--- src/hw/rtl/msr_pkg.sv ---
`timescale 1ns / 1ps

package msr_pkg;

   localparam int MAX_ELEMENTS = 64;
   localparam int ID_W         = 6;
   localparam int SLOT_W       = 6;
   localparam int CNT_W        = 7;
   localparam int OP_W         = 2;
   localparam int STATUS_W     = 3;

   localparam logic [OP_W-1:0] OP_INSERT     = 2'd0;
   localparam logic [OP_W-1:0] OP_REMOVE     = 2'd1;
   localparam logic [OP_W-1:0] OP_REMOVE_AT  = 2'd2;

   localparam logic [STATUS_W-1:0] ST_OK         = 3'd0;
   localparam logic [STATUS_W-1:0] ST_NOT_MEMBER = 3'd1;
   localparam logic [STATUS_W-1:0] ST_ALREADY    = 3'd2;
   localparam logic [STATUS_W-1:0] ST_EMPTY      = 3'd3;
   localparam logic [STATUS_W-1:0] ST_PICK_RANGE = 3'd4;

   typedef struct packed {
      logic [OP_W-1:0] op;
      logic [ID_W-1:0] element_id;
      logic [SLOT_W-1:0] pick_slot;
   } msr_item_type;

   typedef struct packed {
      logic [STATUS_W-1:0] status;
      logic [ID_W-1:0] removed_id;
      logic [SLOT_W-1:0] assigned_slot;
      logic [CNT_W-1:0] member_count;
   } msr_result_type;

   // one write per table per beat
   typedef struct packed {
      logic sm_we;
      logic [SLOT_W-1:0] sm_addr;
      logic [ID_W-1:0] sm_data;
      logic es_we;
      logic [ID_W-1:0] es_addr;
      logic [SLOT_W-1:0] es_data;
      logic vl_we;
      logic [ID_W-1:0] vl_addr;
      logic vl_data;
   } msr_wr_type;

endpackage

--- src/hw/rtl/swap_remove_member_set_top.sv ---
`timescale 1ns / 1ps

// Dense member set over element ids 0..63 with swap-remove. Ops: insert, remove
// by id, remove the member at a given slot. Throughput is one op per clock while
// the result register is free or being read out (tables are memories with a
// registered read issued on the request beat, the op resolves and writes back
// once the result register can take it, the result sits in an output register).
// Writes of the op ahead are bypassed into the reads of the next one. Membership
// marks are flip-flops cleared by reset at once, so no clearing pass is needed.
module swap_remove_member_set_top import msr_pkg::*; (
   input  logic clock,
   input  logic reset,
   input  logic req_tvalid,
   output logic req_tready,
   input  logic [15:0] req_tdata,  // op[1:0], element_id[7:2], pick_slot[13:8]
   output logic rsp_tvalid,
   input  logic rsp_tready,
   output logic [23:0] rsp_tdata   // status[2:0], removed_id[8:3], assigned_slot[14:9],
                                   // member_count[21:15]
);

   logic req_beat;
   logic fire;
   msr_item_type req_item;

   logic s1_valid_ff, s1_valid_in;
   msr_item_type s1_item_ff;
   logic [CNT_W-1:0] count_ff, count_in;
   logic rsp_valid_ff, rsp_valid_in;
   msr_result_type rsp_ff;

   msr_wr_type wr_raw, wr;
   msr_result_type res;
   logic [CNT_W-1:0] count_next;
   logic [CNT_W-1:0] last_cnt;
   logic [ID_W-1:0] sm_pick, sm_last;
   logic [SLOT_W-1:0] es_id;
   logic valid_id;

   assign req_item.op         = req_tdata[1:0];
   assign req_item.element_id = req_tdata[7:2];
   assign req_item.pick_slot  = req_tdata[13:8];

   assign fire       = s1_valid_ff && (!rsp_valid_ff || rsp_tready);
   assign req_tready = !s1_valid_ff || fire;
   assign req_beat   = req_tvalid && req_tready;

   always_comb begin
      wr = wr_raw;
      wr.sm_we = wr_raw.sm_we && fire;
      wr.es_we = wr_raw.es_we && fire;
      wr.vl_we = wr_raw.vl_we && fire;
      count_in = fire ? count_next : count_ff;
      last_cnt = count_in - CNT_W'(1);
      s1_valid_in = req_beat ? 1'b1 : (fire ? 1'b0 : s1_valid_ff);
      rsp_valid_in = fire ? 1'b1 : (rsp_tready ? 1'b0 : rsp_valid_ff);
   end

   msr_tables u_tables (
      .clock      (clock),
      .reset      (reset),
      .rd_en      (req_beat),
      .rd_pick    (req_item.pick_slot),
      .rd_last    (last_cnt[SLOT_W-1:0]),
      .rd_id      (req_item.element_id),
      .vl_rd_addr (s1_item_ff.element_id),
      .wr         (wr),
      .sm_pick    (sm_pick),
      .sm_last    (sm_last),
      .es_id      (es_id),
      .valid_id   (valid_id)
   );

   msr_exec u_exec (
      .item       (s1_item_ff),
      .count      (count_ff),
      .sm_pick    (sm_pick),
      .sm_last    (sm_last),
      .es_id      (es_id),
      .valid_id   (valid_id),
      .wr         (wr_raw),
      .res        (res),
      .count_next (count_next)
   );

   always_ff @(posedge clock) begin
      if (reset) begin
         s1_valid_ff  <= 1'b0;
         rsp_valid_ff <= 1'b0;
         count_ff     <= '0;
      end else begin
         s1_valid_ff  <= s1_valid_in;
         rsp_valid_ff <= rsp_valid_in;
         count_ff     <= count_in;
      end
   end

   always_ff @(posedge clock) begin
      if (req_beat) begin
         s1_item_ff <= req_item;
      end
      if (fire) begin
         rsp_ff <= res;
      end
   end

   assign rsp_tvalid = rsp_valid_ff;
   assign rsp_tdata  = {2'b00, rsp_ff.member_count, rsp_ff.assigned_slot,
                        rsp_ff.removed_id, rsp_ff.status};

`ifndef SYNTHESIS
   a_count_bound: assert property (@(posedge clock) disable iff (reset)
      count_ff <= CNT_W'(MAX_ELEMENTS))
      else $error("member count above capacity");

   a_error_keeps_count: assert property (@(posedge clock) disable iff (reset)
      fire && res.status != ST_OK |=> $stable(count_ff))
      else $error("failed op changed member count");

   a_insert_grows: assert property (@(posedge clock) disable iff (reset)
      fire && res.status == ST_OK && s1_item_ff.op == OP_INSERT
      |=> count_ff == $past(count_ff) + CNT_W'(1))
      else $error("insert did not grow the set");

   a_stall_blocks_req: assert property (@(posedge clock) disable iff (reset)
      s1_valid_ff && rsp_valid_ff && !rsp_tready |-> !req_tready)
      else $error("request taken while pipeline stalled");
`endif

endmodule

--- src/hw/rtl/msr_tables.sv ---
`timescale 1ns / 1ps

module msr_tables import msr_pkg::*; (
   input  logic clock,
   input  logic reset,
   input  logic rd_en,
   input  logic [SLOT_W-1:0] rd_pick,
   input  logic [SLOT_W-1:0] rd_last,
   input  logic [ID_W-1:0] rd_id,
   input  logic [ID_W-1:0] vl_rd_addr,
   input  msr_wr_type wr,
   output logic [ID_W-1:0] sm_pick,
   output logic [ID_W-1:0] sm_last,
   output logic [SLOT_W-1:0] es_id,
   output logic valid_id
);

   logic [ID_W-1:0] slot_mem_ff [MAX_ELEMENTS];
   logic [SLOT_W-1:0] elem_mem_ff [MAX_ELEMENTS];
   logic [MAX_ELEMENTS-1:0] valid_ff;

   logic [ID_W-1:0] sm_pick_rd_ff;
   logic [ID_W-1:0] sm_last_rd_ff;
   logic [SLOT_W-1:0] es_rd_ff;
   logic [SLOT_W-1:0] pick_addr_ff;
   logic [SLOT_W-1:0] last_addr_ff;
   logic [ID_W-1:0] id_addr_ff;
   msr_wr_type fwd_ff;

   always_ff @(posedge clock) begin
      if (rd_en) begin
         sm_pick_rd_ff <= slot_mem_ff[rd_pick];
         sm_last_rd_ff <= slot_mem_ff[rd_last];
         es_rd_ff      <= elem_mem_ff[rd_id];
         pick_addr_ff  <= rd_pick;
         last_addr_ff  <= rd_last;
         id_addr_ff    <= rd_id;
      end
      if (wr.sm_we) begin
         slot_mem_ff[wr.sm_addr] <= wr.sm_data;
      end
      if (wr.es_we) begin
         elem_mem_ff[wr.es_addr] <= wr.es_data;
      end
   end

   // write landing on the same edge as the read
   always_ff @(posedge clock) begin
      if (reset) begin
         fwd_ff.sm_we <= 1'b0;
         fwd_ff.es_we <= 1'b0;
         fwd_ff.vl_we <= 1'b0;
      end else if (rd_en) begin
         fwd_ff <= wr;
      end
   end

   always_ff @(posedge clock) begin
      if (reset) begin
         valid_ff <= '0;
      end else if (wr.vl_we) begin
         valid_ff[wr.vl_addr] <= wr.vl_data;
      end
   end

   always_comb begin
      sm_pick = (fwd_ff.sm_we && fwd_ff.sm_addr == pick_addr_ff) ? fwd_ff.sm_data
                                                                 : sm_pick_rd_ff;
      sm_last = (fwd_ff.sm_we && fwd_ff.sm_addr == last_addr_ff) ? fwd_ff.sm_data
                                                                 : sm_last_rd_ff;
      es_id   = (fwd_ff.es_we && fwd_ff.es_addr == id_addr_ff) ? fwd_ff.es_data
                                                               : es_rd_ff;
      valid_id = valid_ff[vl_rd_addr];
   end

endmodule

--- src/hw/rtl/msr_exec.sv ---
`timescale 1ns / 1ps

module msr_exec import msr_pkg::*; (
   input  msr_item_type item,
   input  logic [CNT_W-1:0] count,
   input  logic [ID_W-1:0] sm_pick,
   input  logic [ID_W-1:0] sm_last,
   input  logic [SLOT_W-1:0] es_id,
   input  logic valid_id,
   output msr_wr_type wr,
   output msr_result_type res,
   output logic [CNT_W-1:0] count_next
);

   logic [CNT_W-1:0] count_dec;
   logic [SLOT_W-1:0] hole;
   logic do_remove;

   always_comb begin
      wr = '0;
      res = '0;
      res.status = ST_OK;
      count_next = count;
      count_dec = count - CNT_W'(1);
      hole = '0;
      do_remove = 1'b0;

      case (item.op)
         OP_INSERT: begin
            if (valid_id) begin
               res.status = ST_ALREADY;
            end else if (count >= CNT_W'(MAX_ELEMENTS)) begin
               res.status = ST_PICK_RANGE;
            end else begin
               wr.sm_we   = 1'b1;
               wr.sm_addr = count[SLOT_W-1:0];
               wr.sm_data = item.element_id;
               wr.es_we   = 1'b1;
               wr.es_addr = item.element_id;
               wr.es_data = count[SLOT_W-1:0];
               wr.vl_we   = 1'b1;
               wr.vl_addr = item.element_id;
               wr.vl_data = 1'b1;
               res.assigned_slot = count[SLOT_W-1:0];
               count_next = count + CNT_W'(1);
            end
         end
         OP_REMOVE: begin
            if (!valid_id) begin
               res.status = ST_NOT_MEMBER;
            end else begin
               do_remove = 1'b1;
               hole = es_id;
               wr.vl_addr = item.element_id;
            end
         end
         OP_REMOVE_AT: begin
            if (count == '0) begin
               res.status = ST_EMPTY;
            end else if ({1'b0, item.pick_slot} >= count) begin
               res.status = ST_PICK_RANGE;
            end else begin
               do_remove = 1'b1;
               hole = item.pick_slot;
               wr.vl_addr = sm_pick;
               res.removed_id = sm_pick;
            end
         end
         default: begin
         end
      endcase

      // last member fills the hole
      if (do_remove) begin
         wr.vl_we   = 1'b1;
         wr.vl_data = 1'b0;
         count_next = count_dec;
         if (count_dec != '0 && {1'b0, hole} != count_dec) begin
            wr.sm_we   = 1'b1;
            wr.sm_addr = hole;
            wr.sm_data = sm_last;
            wr.es_we   = 1'b1;
            wr.es_addr = sm_last;
            wr.es_data = hole;
         end
      end

      res.member_count = count_next;
   end

endmodule

--- config.mk ---
export PLATFORM = sky130hd
export DESIGN_NAME = swap_remove_member_set_top
export DESIGN_NICKNAME = d
export VERILOG_FILES = /design/src/hw/rtl/msr_pkg.sv /design/src/hw/rtl/swap_remove_member_set_top.sv /design/src/hw/rtl/msr_tables.sv /design/src/hw/rtl/msr_exec.sv
export SDC_FILE = /design/constraint.sdc
export NUM_CORES = 1
export LEC_CHECK = 0
export ABC_AREA = 1
export BUFFER_PORTS_ARGS = -buffer_cell sky130_fd_sc_hd__buf_2
export CAP_MARGIN = 20
export CELL_PAD_IN_SITES_DETAIL_PLACEMENT = 1
export CELL_PAD_IN_SITES_GLOBAL_PLACEMENT = 1
export CORE_MARGIN = 2
export CORE_UTILIZATION = 50
export CTS_CLUSTER_DIAMETER = 120
export DETAILED_ROUTE_END_ITERATION = 16
export PLACE_DENSITY_LB_ADDON = 0.1
export SETUP_SLACK_MARGIN = 0.2
export SLEW_MARGIN = 10
export SYNTH_ARGS = -nofsm -noshare
export SYNTH_HDL_FRONTEND = slang
export SYNTH_SLANG_ARGS = --single-unit
--- constraint.sdc ---
create_clock -name clock -period 5.6 [get_ports clock]
set_input_delay 1.12 -clock clock [delete_from_list [all_inputs] [get_ports clock]]
set_output_delay 1.12 -clock clock [all_outputs]
set_load 0.01 [all_outputs]
# Word level (Yosys, flattened, before mapping)

Memories as Yosys holds them, arrays and structs flattened. A register that Yosys moved wholly into a read port is not among the register bits.
Index checks and enable logic that the tools add are counted.

Register bits: 141
RAM bits: 768
Input port bits: 20
Output and inout port bits: 26
Word-level logic and storage cells: 103
Memories: 2

Memory list:

| name                 | depth | width | read ports | clocked after memory_dff | write ports | RTL line         | RTL |
|---|---|---|---|---|---|---|---|
| u_tables.elem_mem_ff | 64    | 6     | 1          | 1                        | 1           | msr_tables.sv:19 | `logic [SLOT_W-1:0] elem_mem_ff [MAX_ELEMENTS];` |
| u_tables.slot_mem_ff | 64    | 6     | 2          | 2                        | 1           | msr_tables.sv:18 | `logic [ID_W-1:0] slot_mem_ff [MAX_ELEMENTS];` |

Add/subtract/negate cells: 3
Magnitude comparators: 5
Eq/ne operators: 6
Mux-type cells: 46
Bitwise logic cells: 2
Reduce and logical (&&, ||, !) cells: 21

Operator list:

| cell                                                                  | count |
|---|---|
| 34-bit 2-to-1 mux                                                     | 2 |
| 64-bit bitwise mux                                                    | 1 |
| 27-bit 2-to-1 mux                                                     | 2 |
| 6-bit 2-to-1 mux                                                      | 9 |
| 7-bit 2-to-1 mux                                                      | 5 |
| 26-bit 2-to-1 mux                                                     | 1 |
| 6-bit equality test                                                   | 3 |
| 6-bit case mux with 3 select lines                                    | 1 |
| 1-bit 2-to-1 mux                                                      | 16 |
| 6-bit by 7-bit < comparator with 1-bit output, second input constant  | 2 |
| 3-bit 2-to-1 mux                                                      | 4 |
| 6-bit case mux with 2 select lines                                    | 1 |
| 1-bit logical AND                                                     | 10 |
| 3-bit case mux with 3 select lines                                    | 1 |
| 7-bit by 1-bit adder with 7-bit output, second input constant         | 1 |
| 6-bit by 7-bit >= comparator with 1-bit output                        | 1 |
| 7-bit >= comparator, second input constant                            | 1 |
| 7-bit zero test                                                       | 1 |
| 6-bit by 7-bit != test with 1-bit output                              | 1 |
| 7-bit nonzero test                                                    | 1 |
| 7-bit by 1-bit subtractor with 7-bit output, second input constant    | 1 |
| 1-bit binary-select mux with 6-bit select                             | 1 |
| 1-bit demux with 6-bit select                                         | 1 |
| 6-bit by 1-bit >= comparator with 1-bit output, second input constant | 1 |
| 11 further kinds                                                      | 15 |

# Logic depth before layout (Yosys ltp)

Depth after elaboration: 12
Gate-level depth with buffers: 33
Mapped depth without buffers: 29

# Cells and area by module

Synthesis repeated with hierarchy kept, for this count alone.

Cells, all modules: 4710
Area total of the unflattened synthesis: 44227.4 um^2

By module, submodules not included:

| module                     | times used | cells each | area each (um^2) | seq. area each (um^2) |
|---|---|---|---|---|
| msr_tables                 | 1          | 4298       | 41030.6          | 26185.1 |
| swap_remove_member_set_top | 1          | 123        | 1679.1           | 1261.2 |
| msr_exec                   | 1          | 289        | 1517.7           | 0.0 |

# Least setup slack after synthesis

No wires, ideal clock.

Kind: input-to-reg
Start point: in rsp_tready
End point: reg u_tables.sm_last_rd_ff[1] (read register of u_tables.slot_mem_ff) (data pin)
Library setup time: 0.130 ns
Arrival time: 4.504 ns
Required time: 5.470 ns
Slack: 0.966 ns
Stages: 22
Buffers on the path: 5
Cell sequence: inv_1 -> nand2_1 -> nand2_1 -> clkinv_1 -> nand3_1 -> nand2_1 -> buf_2 -> buf_2 -> inv_1 -> ha_1 -> clkbuf_1 -> inv_2 -> clkbuf_1 -> clkbuf_1 -> nand3_1 -> nand3_1 -> nand2_1 -> nand2_1 -> nand3_1 -> nand2_1 -> nand2_1 -> nand2_1

Cells in the longest elaborated chain, start to end: 4
Elaborated cells on any way between the ends: 6
Classes of those cells: add/sub: 1; mux: 1; reduce/logical: 4

Ends and longest elaborated chain:

| item                                        | RTL line                         | RTL |
|---|---|---|
| start, declared                             | swap_remove_member_set_top.sv:17 | `input logic rsp_tready,` |
| 1-bit logical OR                            | swap_remove_member_set_top.sv:44 | `assign fire = s1_valid_ff && (!rsp_valid_ff \|\| rsp_tready);` |
| 1-bit logical AND                           | swap_remove_member_set_top.sv:44 |  |
| named net fire                              | swap_remove_member_set_top.sv:23 | `logic fire;` |
| 7-bit 2-to-1 mux                            | swap_remove_member_set_top.sv:53 | `count_in = fire ? count_next : count_ff;` |
| 6-bit by 1-bit subtractor with 6-bit output | swap_remove_member_set_top.sv:54 | `last_cnt = count_in - CNT_W'(1);` |
| named net last_cnt[0]                       | swap_remove_member_set_top.sv:35 | `logic [CNT_W-1:0] last_cnt;` |
| end, declared                               | msr_tables.sv:23                 | `logic [ID_W-1:0] sm_last_rd_ff;` |

The timed path passes the listed nets, and every way through them passes these cells.
A chain may end at the register's enable or synchronous reset.

==> results.toml <==
[critical_path]
endpoint_kind = "flip-flop"
slowest_stage = "nor2_1"
cp.arrival_ns = 5.47
critical_path.max_fanout = 23
cp_top_family = "simple AND/OR/NAND/NOR gates"
critPathKind = "flip-flop to flip-flop"
crit_required_ns = 5.93
crit_path_start_kind = "flip-flop"
cp_slowest_stage_delay_ns = 0.63
crit_top_cell = "nand2_1"
crit_chain = "inv_2, nand2_1, a221oi_2, nand3_1, o21ai_0, nand2_1, nand2_1, nand2_1, nand2_1, nand3_1, nor2_1, nand2_4, nand2_4, nand2_1, nand2_2, buf_4, nand3_1, nor2_1"
path_buf_inv = 2

[global_routing]
met2_usage = 0.5179
grt_pass1_vias = 35510
grt_max_degree = 194
grt_usage = 0.3198
busiest_layer = "met2"
antenna_found_initial = 3
grt-ovfl-total = 0
gr-usage-met3 = 0.04328
grt_pass1_wl_mm = 219.6
grt_util_met1 = 0.4481

[floorplan]
initial_core_util = 0.5050
core_um2 = 86890
fp-row-count = 108
die_w_um = 300.2
io_pins = 46
dieArea_um2 = 90140
fp.dieH_um = 300.2

[power]
leakagePower_nw = 17.74
pwr_density_cell_nw_per_um2 = 326.5
ir_worst_vdd_mv = 0.2910

[sta]
fin_crit_ns = 5.134
finClkSkew_ns = 0.06382
slew_headroom = 0.2854
maxSlewViolCount = 0
setup_viol = 0
worst_slew_pin_slew_ns = 1.068
hold_violations = 0
rsz0062_at_grt = "yes"
fmax_ghz = 0.1948
fin_crit_sh = 0.9169
finalSetupTns_ns = 0

[clock_network]
cts_tree = "yes"
root_buffer = "clkbuf_16"
clk_latency_ns = 0.72
cts_buffers = 98
clock_sinks = 914
clk_pin_slew_worst_paths_ns = 0.06
cts_buffer_depth = 3
post_cts_buffers = 0
htree_levels = 3

[synth]
synthCells = 4495
synth_area_leaders = "edfxtp_1 (57%), nand3_1 (5.8%), o21ai_0 (5.8%)"
synth_warnings = 0
synth_top_cell_by_area = "edfxtp_1"
synth.top_cell.area_share = 0.5749
synth_area_per_cell_um2 = 9.762
synth-seq-cells = 914
syn_area_um2 = 43880
synth_flop_cell = "edfxtp_1"
ys_seq_area_frac = 0.6086
yosysUniqueCellTypes = 52
async_flop_share = 0
synth_edf_count = 840

[detailed_routing]
drt_iter0_drc = 3655
first_pass_iters = 5
wirelength_mm = 145.1
vias_per_cell = 6.209
via_count = 35320
ant_nets = 0
drcViolationCount = 0
wire_per_inst_um = 25.51

[layout]
synthToLayoutAreaGrowth_pct = 10.56
final_nets = 4490
layout-drive-gt1-share = 0.09045
antenna_cells = 0
stdcell_area_um2 = 48510
fill_cells = 9649

[placement]
dp_hpwl_mm = 88.53
routabilityCongestion = 0.8523
io_buffer_count = 41
place_area_um2 = 45400

[worst_hold_path]
hp-class = "flip-flop to flip-flop"

[outcome]
status = "completed"

[flow_run]
maxCapViolations = 0
## cell type report
type	count	area [um2]	area share
clock buffer	123	2576	0.05310
multi-input combinational	2906	14580	0.3006
sequential	914	26710	0.5505
timing repair buffer	155	1255	0.02587
inverter	380	1445	0.02979
tap	1155	1445	0.02979
clock inverter	55	501.7	0.01034
## flip-flops by register name (all words and copies together), names as in the netlist
signal / flops
u_tables.elem_mem_ff: 384
u_tables.slot_mem_ff: 384
u_tables.valid_ff: 64
rsp_tdata: 22
u_tables.fwd_ff: 13
count_ff: 7
u_tables.es_rd_ff: 6
u_tables.id_addr_ff: 6
u_tables.last_addr_ff: 6
u_tables.pick_addr_ff: 6
u_tables.sm_last_rd_ff: 6
u_tables.sm_pick_rd_ff: 6
s1_item_ff: 2
rsp_tvalid: 1
s1_valid_ff: 1
## where the power goes
| part | switching [mW] | internal, mW |
|---|---|---|
| logic | 1.50 | 0.492 |
| registers | 0.0376 | 7.54 |
| clock network | 2.81 | 3.47 |
## kinds of logic after synthesis
| group | count (synthesis) | share of synthesized area |
|---|---|---|
| AO/OA/AOI/OAI | 918 | 0.1180 |
| XOR/XNOR | 13 | 0.002766 |
| adder cells (fa/ha/maj) | 15 | 0.004277 |
| buffers and inverters | 676 | 0.06128 |
| flip-flops | 914 | 0.6086 |
| other | 1 | 0.00008546 |
| AND/OR/NAND/NOR | 1958 | 0.2050 |
## layout by cell type, fill, tap and decap left out, drive strengths merged, types with 82 or more instances in the layout
master / Yosys / layout
edfxtp: 840 / 840
nand2: 687 / 687
nand3: 534 / 534
o21ai: 517 / 517
nor2: 512 / 512
inv: 375 / 375
buf: 65 / 155
a21oi: 145 / 145
o22ai: 135 / 135
nand3b: 128 / 128
clkbuf: 231 / 123
nor3: 82 / 82
## cells in the mapped netlist (11+ instances only)
cell / n
o211ai_1: 17
o221ai_1: 27
dfxtp_1: 74
nand3_1: 509
a211oi_1: 30
buf_2: 36
nand3b_1: 126
nor2_2: 13
a221oi_1: 30
nand4_1: 11
nand3_2: 20
clkbuf_1: 231
nor3_1: 81
nand2_1: 665
nor2_1: 492
ha_1: 15
o21ai_0: 508
edfxtp_1: 840
inv_2: 16
o22ai_1: 135
a21oi_1: 144
buf_4: 13
nand2_2: 16
inv_1: 356
## metrics by stage
| step | hold slack (ns) | total power [mW] | util | instances | worst slack [ns] |
|---|---|---|---|---|---|
| detailed placement | 0.4600 | 9.668 | 0.5225 | 5510 | 0.5441 |
| finish | 0.4636 | 15.84 | 0.5583 | 5688 | 0.4655 |
| floorplan | 0.4339 | 8.880 | - | 4496 | 0.9657 |
| global placement | 0.4509 | 9.620 | 0.5222 | 5509 | 0.7224 |
| CTS | 0.4711 | 15.85 | 0.5579 | 5688 | 0.4987 |
| global route | 0.4954 | 16.30 | 0.5583 | 5688 | 0.05140 |
## repair_timing
item                                    4_1_cts  5_1_grt
gates resized for setup                       0       14
endpoints found under the setup margin        0      138
hold buffers                                  0        0
## metal layers
layer / wire length, um / vias to the layer above
met4: 4192 / 2
met1: 61890 / 17840
li1: - / 15780
met2: 68920 / 1425
met5: 10 / -
met3: 10090 / 267
## worst register-to-register path: stages (launching register included)
cell and delay, ns:
edfxtp_1 0.62, inv_2 0.32, nand2_1 0.12, a221oi_2 0.25, nand3_1 0.36, o21ai_0 0.34
nand2_1 0.08, nand2_1 0.06, nand2_1 0.10, nand2_1 0.10, nand3_1 0.07, nor2_1 0.19
nand2_4 0.19, nand2_4 0.23, nand2_1 0.14, nand2_2 0.21, buf_4 0.34, nand3_1 0.41
nor2_1 0.63
## worst paths after layout
kind	depth (start not counted)	to	startpoint	slack, ns
setup / recovery	18	u_tables.elem_mem_ff[47][0]	u_tables.id_addr_ff[2]	0.47
hold reg to reg	2	u_tables.valid_ff[41]	u_tables.valid_ff[41]	0.46
hold / removal	2	u_tables.valid_ff[41]	u_tables.valid_ff[41]	0.46
setup reg to reg	18	u_tables.elem_mem_ff[47][0]	u_tables.id_addr_ff[2]	0.47
Note: power is estimated with default switching activity, not from simulation.
